## src/hdl/assert_macros.svh

```systemverilog
// Assertion helpers shared by the RTL.
`ifndef ASSERT_MACROS_SVH
`define ASSERT_MACROS_SVH

// Same-cycle implication, checked on every rising clock edge outside reset.
`define ASSERT_NOW(label, clk, rst, ante, cons, msg) \
   label: assert property (@(posedge clk) disable iff (rst) (ante) |-> (cons)) \
      else $error(msg);

// Next-cycle implication.
`define ASSERT_NEXT(label, clk, rst, ante, cons, msg) \
   label: assert property (@(posedge clk) disable iff (rst) (ante) |=> (cons)) \
      else $error(msg);

`endif

```

## src/hdl/b64v_pkg.sv

```systemverilog
// ----------------------------------------------------------------------------
// b64v_pkg
// Types, constants and the digit-to-character map for the base64 variant
// encoder.
// ----------------------------------------------------------------------------
`timescale 1ns / 1ps
`default_nettype none

package b64v_pkg;

   // Queue between front and back; depth must be a power of two.
   localparam int FifoDepth = 2;
   localparam int FifoPtrW  = $clog2(FifoDepth);

   typedef logic [7:0] char_type;
   typedef logic [5:0] digit_type;

   typedef enum logic [1:0] {
      CSR_DIGIT62 = 2'd0,
      CSR_DIGIT63 = 2'd1,
      CSR_PAD     = 2'd2
   } csr_index_type;

   typedef enum logic [1:0] {
      PH_FIRST  = 2'd0,
      PH_SECOND = 2'd1,
      PH_THIRD  = 2'd2
   } phase_type;

   localparam char_type Digit62Reset = 8'h2E;  // '.'
   localparam char_type Digit63Reset = 8'h5F;  // '_'
   localparam char_type PadReset     = 8'h2D;  // '-'

   localparam char_type CharUpperA = 8'h41;
   localparam char_type CharLowerA = 8'h61;
   localparam char_type CharZero   = 8'h30;

   // One queue entry: up to two digits, then pad characters up to count_m1.
   typedef struct packed {
      digit_type  d0;
      digit_type  d1;
      logic [1:0] count_m1;
      logic       last;
   } entry_type;

   function automatic char_type digit_to_char(digit_type d, char_type c62, char_type c63);
      char_type ch;
      if (d < 6'd26) begin
         ch = CharUpperA + 8'(d);
      end else if (d < 6'd52) begin
         ch = CharLowerA + 8'(d - 6'd26);
      end else if (d < 6'd62) begin
         ch = CharZero + 8'(d - 6'd52);
      end else if (d == 6'd62) begin
         ch = c62;
      end else begin
         ch = c63;
      end
      return ch;
   endfunction

endpackage

`default_nettype wire

```

## src/hdl/b64v_channels.sv

```systemverilog
// ----------------------------------------------------------------------------
// b64v channels
// Valid/ready channel interfaces for input bytes, output characters and
// register writes.
// ----------------------------------------------------------------------------
`timescale 1ns / 1ps
`default_nettype none

interface b64v_req_if;
   import b64v_pkg::*;
   logic     valid;
   logic     ready;
   char_type in_byte;
   logic     in_last;
   modport source (output valid, in_byte, in_last, input ready);
   modport sink   (input valid, in_byte, in_last, output ready);
endinterface

interface b64v_rsp_if;
   import b64v_pkg::*;
   logic     valid;
   logic     ready;
   char_type out_char;
   logic     out_last;
   modport source (output valid, out_char, out_last, input ready);
   modport sink   (input valid, out_char, out_last, output ready);
endinterface

interface b64v_csr_if;
   import b64v_pkg::*;
   logic       valid;
   logic       ready;
   logic [1:0] index;
   char_type   data;
   modport source (output valid, index, data, input ready);
   modport sink   (input valid, index, data, output ready);
endinterface

`default_nettype wire

```

## src/hdl/b64v_front.sv

```systemverilog
// ----------------------------------------------------------------------------
// b64v_front
// Accepts input bytes, tracks the group phase and leftover bits, and turns
// each byte into a queue entry of digits and pad count.
// ----------------------------------------------------------------------------
`timescale 1ns / 1ps
`default_nettype none

module b64v_front (
   input  wire logic                 clock,
   input  wire logic                 reset,
   b64v_req_if.sink                  req_ch,
   output b64v_pkg::entry_type       push_data,
   output logic                      push_valid,
   input  wire logic                 push_ready,
   output b64v_pkg::phase_type       phase
);
   import b64v_pkg::*;

   phase_type  phase_ff, phase_in;
   logic [3:0] carry_ff, carry_in;
   logic       accept;
   char_type   b;
   logic       lst;

   assign req_ch.ready = push_ready;
   assign push_valid   = req_ch.valid;
   assign accept       = req_ch.valid && push_ready;
   assign phase        = phase_ff;
   assign b            = req_ch.in_byte;
   assign lst          = req_ch.in_last;

   always_comb begin
      push_data.last = lst;
      unique case (phase_ff)
         PH_SECOND: begin
            push_data.d0       = {carry_ff[1:0], b[7:4]};
            push_data.d1       = {b[3:0], 2'b00};
            push_data.count_m1 = lst ? 2'd2 : 2'd0;
            phase_in           = lst ? PH_FIRST : PH_THIRD;
            carry_in           = lst ? 4'd0 : b[3:0];
         end
         PH_THIRD: begin
            push_data.d0       = {carry_ff, b[7:6]};
            push_data.d1       = b[5:0];
            push_data.count_m1 = 2'd1;
            phase_in           = PH_FIRST;
            carry_in           = 4'd0;
         end
         default: begin
            // first byte of a group; the unused phase code behaves the same
            push_data.d0       = b[7:2];
            push_data.d1       = {b[1:0], 4'b0000};
            push_data.count_m1 = lst ? 2'd3 : 2'd0;
            phase_in           = lst ? PH_FIRST : PH_SECOND;
            carry_in           = lst ? 4'd0 : {2'b00, b[1:0]};
         end
      endcase
   end

   always_ff @(posedge clock) begin
      if (reset) begin
         phase_ff <= PH_FIRST;
         carry_ff <= 4'd0;
      end else if (accept) begin
         phase_ff <= phase_in;
         carry_ff <= carry_in;
      end
   end

endmodule

`default_nettype wire

```

## src/hdl/b64v_fifo.sv

```systemverilog
// ----------------------------------------------------------------------------
// b64v_fifo
// Short entry queue between the front and back parts.
// ----------------------------------------------------------------------------
`timescale 1ns / 1ps
`default_nettype none

module b64v_fifo (
   input  wire logic                 clock,
   input  wire logic                 reset,
   input  wire b64v_pkg::entry_type  push_data,
   input  wire logic                 push_valid,
   output logic                      push_ready,
   output b64v_pkg::entry_type       pop_data,
   output logic                      pop_valid,
   input  wire logic                 pop_ready
);
   import b64v_pkg::*;

   entry_type           mem_ff [FifoDepth];
   logic [FifoPtrW-1:0] wr_ptr_ff, rd_ptr_ff;
   logic [FifoPtrW:0]   count_ff, count_in;
   logic                push, pop;

   assign push_ready = count_ff != (FifoPtrW + 1)'(FifoDepth);
   assign pop_valid  = count_ff != '0;
   assign push       = push_valid && push_ready;
   assign pop        = pop_valid && pop_ready;
   assign pop_data   = mem_ff[rd_ptr_ff];

   always_comb begin
      count_in = count_ff;
      if (push && !pop) begin
         count_in = count_ff + 1'b1;
      end else if (pop && !push) begin
         count_in = count_ff - 1'b1;
      end
   end

   always_ff @(posedge clock) begin
      if (push) begin
         mem_ff[wr_ptr_ff] <= push_data;
      end
   end

   always_ff @(posedge clock) begin
      if (reset) begin
         wr_ptr_ff <= '0;
         rd_ptr_ff <= '0;
         count_ff  <= '0;
      end else begin
         if (push) begin
            wr_ptr_ff <= wr_ptr_ff + 1'b1;
         end
         if (pop) begin
            rd_ptr_ff <= rd_ptr_ff + 1'b1;
         end
         count_ff <= count_in;
      end
   end

endmodule

`default_nettype wire

```

## src/hdl/b64v_back.sv

```systemverilog
// ----------------------------------------------------------------------------
// b64v_back
// Walks the head queue entry one character a cycle into the output register while rsp_ch does not stall.
// ----------------------------------------------------------------------------
`timescale 1ns / 1ps
`default_nettype none

module b64v_back (
   input  wire logic                 clock,
   input  wire logic                 reset,
   input  wire b64v_pkg::entry_type  head,
   input  wire logic                 head_valid,
   output logic                      pop,
   input  wire b64v_pkg::char_type   digit62,
   input  wire b64v_pkg::char_type   digit63,
   input  wire b64v_pkg::char_type   pad,
   b64v_rsp_if.source                rsp_ch,
   output logic [1:0]                idx
);
   import b64v_pkg::*;

   logic       valid_ff;
   char_type   char_ff, char_in;
   logic       last_ff;
   logic [1:0] idx_ff, idx_in;
   logic       load, emit, is_end;

   assign load   = !valid_ff || rsp_ch.ready;
   assign emit   = load && head_valid;
   assign is_end = idx_ff == head.count_m1;
   assign pop    = emit && is_end;
   assign idx    = idx_ff;

   assign rsp_ch.valid    = valid_ff;
   assign rsp_ch.out_char = char_ff;
   assign rsp_ch.out_last = last_ff;

   always_comb begin
      unique case (idx_ff)
         2'd0:    char_in = digit_to_char(head.d0, digit62, digit63);
         2'd1:    char_in = digit_to_char(head.d1, digit62, digit63);
         default: char_in = pad;
      endcase
      if (pop) begin
         idx_in = 2'd0;
      end else if (emit) begin
         idx_in = idx_ff + 2'd1;
      end else begin
         idx_in = idx_ff;
      end
   end

   always_ff @(posedge clock) begin
      if (reset) begin
         valid_ff <= 1'b0;
         idx_ff   <= 2'd0;
      end else begin
         if (load) begin
            valid_ff <= head_valid;
         end
         idx_ff <= idx_in;
      end
   end

   always_ff @(posedge clock) begin
      if (emit) begin
         char_ff <= char_in;
         last_ff <= head.last && is_end;
      end
   end

endmodule

`default_nettype wire

```

## src/hdl/base64_variant_encoder.sv

```systemverilog
// ----------------------------------------------------------------------------
// base64_variant_encoder
// Byte-in, character-out base64 variant encoder with programmable characters
// for digits 62 and 63 and for the pad.
// ----------------------------------------------------------------------------
//  channel  dir  handshake          payload
//  req_ch   in   valid / ready      in_byte[7:0], in_last
//  rsp_ch   out  valid / ready      out_char[7:0], out_last
//  csr_ch   in   valid / ready (1)  index[1:0], data[7:0]
//
//  One character leaves per cycle from the output register while rsp_ch takes it;
//  the back part's single character path sets the rate: one character per byte
//  for the first two bytes of a group, two for the third, up to four for a last byte.
//  A byte is taken every cycle while the two-entry queue has room, also while
//  a character waits on rsp_ch. Synchronous reset restores the default
//  characters and the start of a group; no clearing pass.
// ----------------------------------------------------------------------------
`timescale 1ns / 1ps
`default_nettype none
`include "assert_macros.svh"

module base64_variant_encoder (
   input wire logic   clock,
   input wire logic   reset,
   b64v_req_if.sink   req_ch,
   b64v_rsp_if.source rsp_ch,
   b64v_csr_if.sink   csr_ch
);
   import b64v_pkg::*;

   char_type   digit62_ff, digit63_ff, pad_ff;
   entry_type  push_data, head;
   logic       push_valid, push_ready;
   logic       head_valid, pop;
   phase_type  front_phase;
   logic [1:0] back_idx;

   assign csr_ch.ready = 1'b1;

   always_ff @(posedge clock) begin
      if (reset) begin
         digit62_ff <= Digit62Reset;
         digit63_ff <= Digit63Reset;
         pad_ff     <= PadReset;
      end else if (csr_ch.valid) begin
         unique case (csr_ch.index)
            CSR_DIGIT62: digit62_ff <= csr_ch.data;
            CSR_DIGIT63: digit63_ff <= csr_ch.data;
            CSR_PAD:     pad_ff     <= csr_ch.data;
            default: ;
         endcase
      end
   end

   b64v_front u_front (
      .clock      (clock),
      .reset      (reset),
      .req_ch     (req_ch),
      .push_data  (push_data),
      .push_valid (push_valid),
      .push_ready (push_ready),
      .phase      (front_phase)
   );

   b64v_fifo u_fifo (
      .clock      (clock),
      .reset      (reset),
      .push_data  (push_data),
      .push_valid (push_valid),
      .push_ready (push_ready),
      .pop_data   (head),
      .pop_valid  (head_valid),
      .pop_ready  (pop)
   );

   b64v_back u_back (
      .clock      (clock),
      .reset      (reset),
      .head       (head),
      .head_valid (head_valid),
      .pop        (pop),
      .digit62    (digit62_ff),
      .digit63    (digit63_ff),
      .pad        (pad_ff),
      .rsp_ch     (rsp_ch),
      .idx        (back_idx)
   );

   `ASSERT_NEXT(a_push_lands, clock, reset, req_ch.valid && req_ch.ready, head_valid, "accepted item missing from queue")
   `ASSERT_NEXT(a_last_rephase, clock, reset, req_ch.valid && req_ch.ready && req_ch.in_last, front_phase == PH_FIRST, "group phase not restarted after last byte")
   `ASSERT_NOW(a_idle_idx, clock, reset, !head_valid, back_idx == 2'd0, "character index left over with empty queue")

endmodule

`default_nettype wire
```

## src/flat_wrapper.sv

```systemverilog
// flat-port wrapper written by rule: the top's interface ports become plain ports
module base64_variant_encoder_flat import b64v_pkg::*;
  (clock, reset, req_ch_valid, req_ch_in_byte, req_ch_in_last, req_ch_ready, rsp_ch_valid, rsp_ch_out_char, rsp_ch_out_last, rsp_ch_ready, csr_ch_valid, csr_ch_index, csr_ch_data, csr_ch_ready);
  b64v_req_if req_ch_i ();
  b64v_rsp_if rsp_ch_i ();
  b64v_csr_if csr_ch_i ();
  input wire logic clock;
  input wire logic reset;
  input wire logic [$bits(req_ch_i.valid)-1:0] req_ch_valid;
  input wire logic [$bits(req_ch_i.in_byte)-1:0] req_ch_in_byte;
  input wire logic [$bits(req_ch_i.in_last)-1:0] req_ch_in_last;
  output wire logic [$bits(req_ch_i.ready)-1:0] req_ch_ready;
  output wire logic [$bits(rsp_ch_i.valid)-1:0] rsp_ch_valid;
  output wire logic [$bits(rsp_ch_i.out_char)-1:0] rsp_ch_out_char;
  output wire logic [$bits(rsp_ch_i.out_last)-1:0] rsp_ch_out_last;
  input wire logic [$bits(rsp_ch_i.ready)-1:0] rsp_ch_ready;
  input wire logic [$bits(csr_ch_i.valid)-1:0] csr_ch_valid;
  input wire logic [$bits(csr_ch_i.index)-1:0] csr_ch_index;
  input wire logic [$bits(csr_ch_i.data)-1:0] csr_ch_data;
  output wire logic [$bits(csr_ch_i.ready)-1:0] csr_ch_ready;
  assign req_ch_i.valid = req_ch_valid;
  assign req_ch_i.in_byte = req_ch_in_byte;
  assign req_ch_i.in_last = req_ch_in_last;
  assign req_ch_ready = req_ch_i.ready;
  assign rsp_ch_valid = rsp_ch_i.valid;
  assign rsp_ch_out_char = rsp_ch_i.out_char;
  assign rsp_ch_out_last = rsp_ch_i.out_last;
  assign rsp_ch_i.ready = rsp_ch_ready;
  assign csr_ch_i.valid = csr_ch_valid;
  assign csr_ch_i.index = csr_ch_index;
  assign csr_ch_i.data = csr_ch_data;
  assign csr_ch_ready = csr_ch_i.ready;
  base64_variant_encoder u_core (.clock(clock), .reset(reset), .req_ch(req_ch_i), .rsp_ch(rsp_ch_i), .csr_ch(csr_ch_i));
endmodule
```

## config.mk

```make
export PLATFORM = sky130hd
export DESIGN_NAME = base64_variant_encoder_flat
export DESIGN_NICKNAME = d
export VERILOG_FILES = /design/src/hdl/b64v_pkg.sv /design/src/hdl/b64v_channels.sv /design/src/hdl/b64v_front.sv /design/src/hdl/b64v_fifo.sv /design/src/hdl/b64v_back.sv /design/src/hdl/base64_variant_encoder.sv /design/src/flat_wrapper.sv
export VERILOG_INCLUDE_DIRS = /design/src /design/src/hdl
export SDC_FILE = /design/constraint.sdc
export NUM_CORES = 1
export LEC_CHECK = 0
export CAP_MARGIN = 40
export CORE_AREA = 10 10 122 124
export CTS_CLUSTER_DIAMETER = 30
export CTS_CLUSTER_SIZE = 8
export DETAILED_ROUTE_END_ITERATION = 7
export DIE_AREA = 0 0 132 134
export DONT_BUFFER_PORTS = 1
export HOLD_SLACK_MARGIN = 0.05
export PLACE_DENSITY_LB_ADDON = 0.2
export SYNTH_ARGS = -nofsm -noshare
export SYNTH_HDL_FRONTEND = slang
export SYNTH_SLANG_ARGS = --single-unit
```

## constraint.sdc

```tcl
create_clock -name clock -period 9.83 [get_ports clock]
set_clock_uncertainty 0.1 [all_clocks]
set_input_delay 1.966 -clock clock [delete_from_list [all_inputs] [get_ports clock]]
set_output_delay 1.966 -clock clock [all_outputs]
set_load 0.01 [all_outputs]
```

==> qor.txt <==
Layout Area Growth over Synthesis = 8.91%
post-cts resize count = 0
Pint = 876 uW
Slew @ Worst Pin = 929 ps
post-route ant nets = 0
CTS max path bufs = 2
Post-synth top cells = nand2_1, nor2_1, edfxtp_1
WL/cell = 17.0 um
Max rail drop VDD = 140 uV
crit-path max cell delay = 630 ps
worst-path cell chain = buf_4 -> mux2_2 -> inv_1 -> ha_1 -> a21oi_2 -> nor2_1 -> nor3_1 -> a2111oi_0 -> a211o_1
Post-synth top flop = edfxtp_1
Port Buf Inserts = 0
RSZ-0062 raised after global routing = false
Site Rows = 41
Rel. slew slack = 38.0%
Yosys reg bits = 77
leading area contributor after synthesis = edfxtp_1
final worst slack = 6260 ps
io pins = 36
Final Wtd Congestion = 0.876
Root Driver = clkbuf_16
crit path capture type = register
cell with the largest stage delay on the worst path = a2111oi_0
most common cell in the netlist = nand2_1
Ys Warns = 0
H-tree Lvls = 3
routed vias/inst = 5.47
Worst setup SP type = register
EDFF count, synth = 39
Synth top area share = 24.0%
Num CTS Buffers = 9
Hold Crit Depth = 2
DRC Markers = 0
Syn Nets = 557
final setup violation count = 0
CTS Sinks = 77
die area = 17,700 um2
min Tclk post-route = 3570 ps
Final Hold Fails = 0
dpl hpwl = 8770 um
worst skew pair latency = 340 ps
vias post-DR = 3,701
worst hold path type = reg -> reg
Gate power share = 42.8%
Finished Layout Cells = 677
post-synthesis sequential area ratio = 39.7%
Post-Synthesis Cells = 510
clock tree from TritonCTS = built
top cells by area, synth = edfxtp_1, dfxtp_1, mux2i_1
Syn Std Cell Area = 4870 um2
DP Worst Slack = 6000 ps
initial DRC count = 283
DIE WIDTH = 132 um
Distinct cells, synth = 67
Post-synth ARST share = 0%
sw power = 544 uW
core area = 12,500 um2
CP Class = reg -> reg
Hold Slack = 355 ps
Final Max Tran Viols = 0
final net count = 547
Static Leak = 0.00200 uW
outcome = finished, final reports clean
vias in the first global route = 3,568
placed instance count = 661
max-cap viol count = 0
sequential power share = 32.3%
Reg clk slew, reported paths = 60 ps
initial antenna violation count = 0
post-CTS setup buffers = 0
first-pass GRT wire length = 18,800 um
synthesized area per cell = 9.55 um2
share of cells above drive strength 1 = 9.70%
fin crit share = 36.3%
DR pass1 iterations = 5
pwr/cell area = 268 nW/um2
Post-CTS Hold Buffers = 0
setup TNS = 0 ps
Crit Path Max Fanout = 41
worst-case reg-to-reg path depth = 9
pin count of the biggest net entering global routing = 42
Sw Share = 38.3%
GR Util All Layers = 13.2%
Die H = 134 um
fmax = 0.280 GHz
clock share of power = 24.9%
ANT cells = 0
Initial Util = 39.1%
Overflow after GRT = 0
Total Routed Length = 11,500 um
CP required = 9930 ps
CP Data Arrival Time = 3670 ps
## metal layers
layer	vias up	track usage (%)	wire (um)
li1	1842	-	-
met1	1757	16.1	5210
met2	93	21.0	5420
met3	9	4.44	769
met4	0	5.01	127
met5	-	0	0
## metrics by stage
step | total power [uW] | utilization [%] | area (um2)
4_1_cts | 1430 | 42.6 | 5310
5_1_grt | 1520 | 42.6 | 5310
3_3_place_gp | 1060 | 40.0 | 4980
3_5_place_dp | 1070 | 40.0 | 4980
6_report | 1420 | 42.6 | 5310
2_1_floorplan | 942 | - | 4870
## flip-flops by register name, summed over array words and instances, names as in the netlist, named ones only
name and count:
u_core.u_back.rsp_ch.valid 1, u_core.u_fifo.count_ff 2, u_core.u_front.carry_ff 4, u_core.pad_ff 8, u_core.u_fifo.rd_ptr_ff 1, u_core.digit63_ff 8
u_core.u_fifo.mem_ff 30, u_core.u_back.rsp_ch.out_last 1, u_core.digit62_ff 8, u_core.u_front.phase 2, u_core.u_back.idx 2, u_core.u_fifo.wr_ptr_ff 1
u_core.u_back.rsp_ch.out_char 8
## cells by family (layout without fill, tap and decap cells)
family / count (synthesis) / after routing / share of synthesized area, %
other cells: 1 / 1 / 0.0770
compound gates: 118 / 118 / 17.1
xor+xnor: 19 / 19 / 3.42
mux: 49 / 49 / 11.5
simple gates: 177 / 177 / 18.1
fa+ha+maj: 23 / 23 / 5.91
buf+inv: 46 / 41 / 4.39
flops: 77 / 77 / 39.7
## worst max-delay path: cells and delay by family, from the launching register on
family / cells / cell delay (ps)
AO/OA/AOI/OAI: 3 / 910
AND/OR/NAND/NOR: 2 / 690
buffers and inverters: 2 / 560
multiplexers: 1 / 500
adder cells (fa/ha/maj): 1 / 340
flip-flops: 1 / 310
## final timing paths
path                                      from                                         end  slack [ps]
max                                   register  u_core.u_back.rsp_ch.out_char[1]$_DFFE_PP_        6260
max reg2reg                           register  u_core.u_back.rsp_ch.out_char[1]$_DFFE_PP_        6260
min reg2reg  u_core.u_back.idx[1]$_SDFFE_PP0P_           u_core.u_back.idx[1]$_SDFFE_PP0P_         360
min          u_core.u_back.idx[1]$_SDFFE_PP0P_           u_core.u_back.idx[1]$_SDFFE_PP0P_         360
## final cells by class
cell class | instances | area (um2)
Clock inverter | 7 | 97.6
Fill cell | 1221 | 7160
Timing Repair Buffer | 4 | 30.0
Clock buffer | 9 | 225
Sequential cell | 77 | 1930
Tap cell | 172 | 215
Inverter | 21 | 78.8
Multi-Input combinational cell | 387 | 2730
## power groups by stage
| stage | Clock [uW] | Sequential, uW | Combinational, uW |
|---|---|---|---|
| 2_1_floorplan | 0 | 456 | 486 |
| 3_3_place_gp | 0 | 468 | 593 |
| 3_5_place_dp | 0 | 468 | 598 |
| 4_1_cts | 362 | 461 | 603 |
| 5_1_grt | 376 | 467 | 673 |
| 6_report | 353 | 459 | 608 |
## cells in the final DEF, fill, tap and decap left out, types with 3 or more instances in the layout
| cell | count |
|---|---|
| a211o_1 | 12 |
| a211oi_1 | 6 |
| a21oi_1 | 22 |
| a22oi_1 | 16 |
| a31oi_1 | 5 |
| and2_1 | 4 |
| and3_1 | 8 |
| buf_4 | 4 |
| clkbuf_16 | 9 |
| dfxtp_1 | 37 |
| edfxtp_1 | 39 |
| ha_1 | 23 |
| inv_1 | 21 |
| mux2_2 | 13 |
| mux2i_1 | 29 |
| mux2i_4 | 3 |
| nand2_1 | 54 |
| nand2b_1 | 8 |
| nand3_1 | 15 |
| nand3b_1 | 11 |
| nor2_1 | 43 |
| nor2b_1 | 8 |
| nor3_1 | 9 |
| o211ai_1 | 5 |
| o21ai_0 | 24 |
| o31ai_1 | 3 |
| or3_1 | 3 |
| xnor2_1 | 13 |
| xor2_1 | 6 |
No activity file was read; power rests on OpenSTA's default activity.
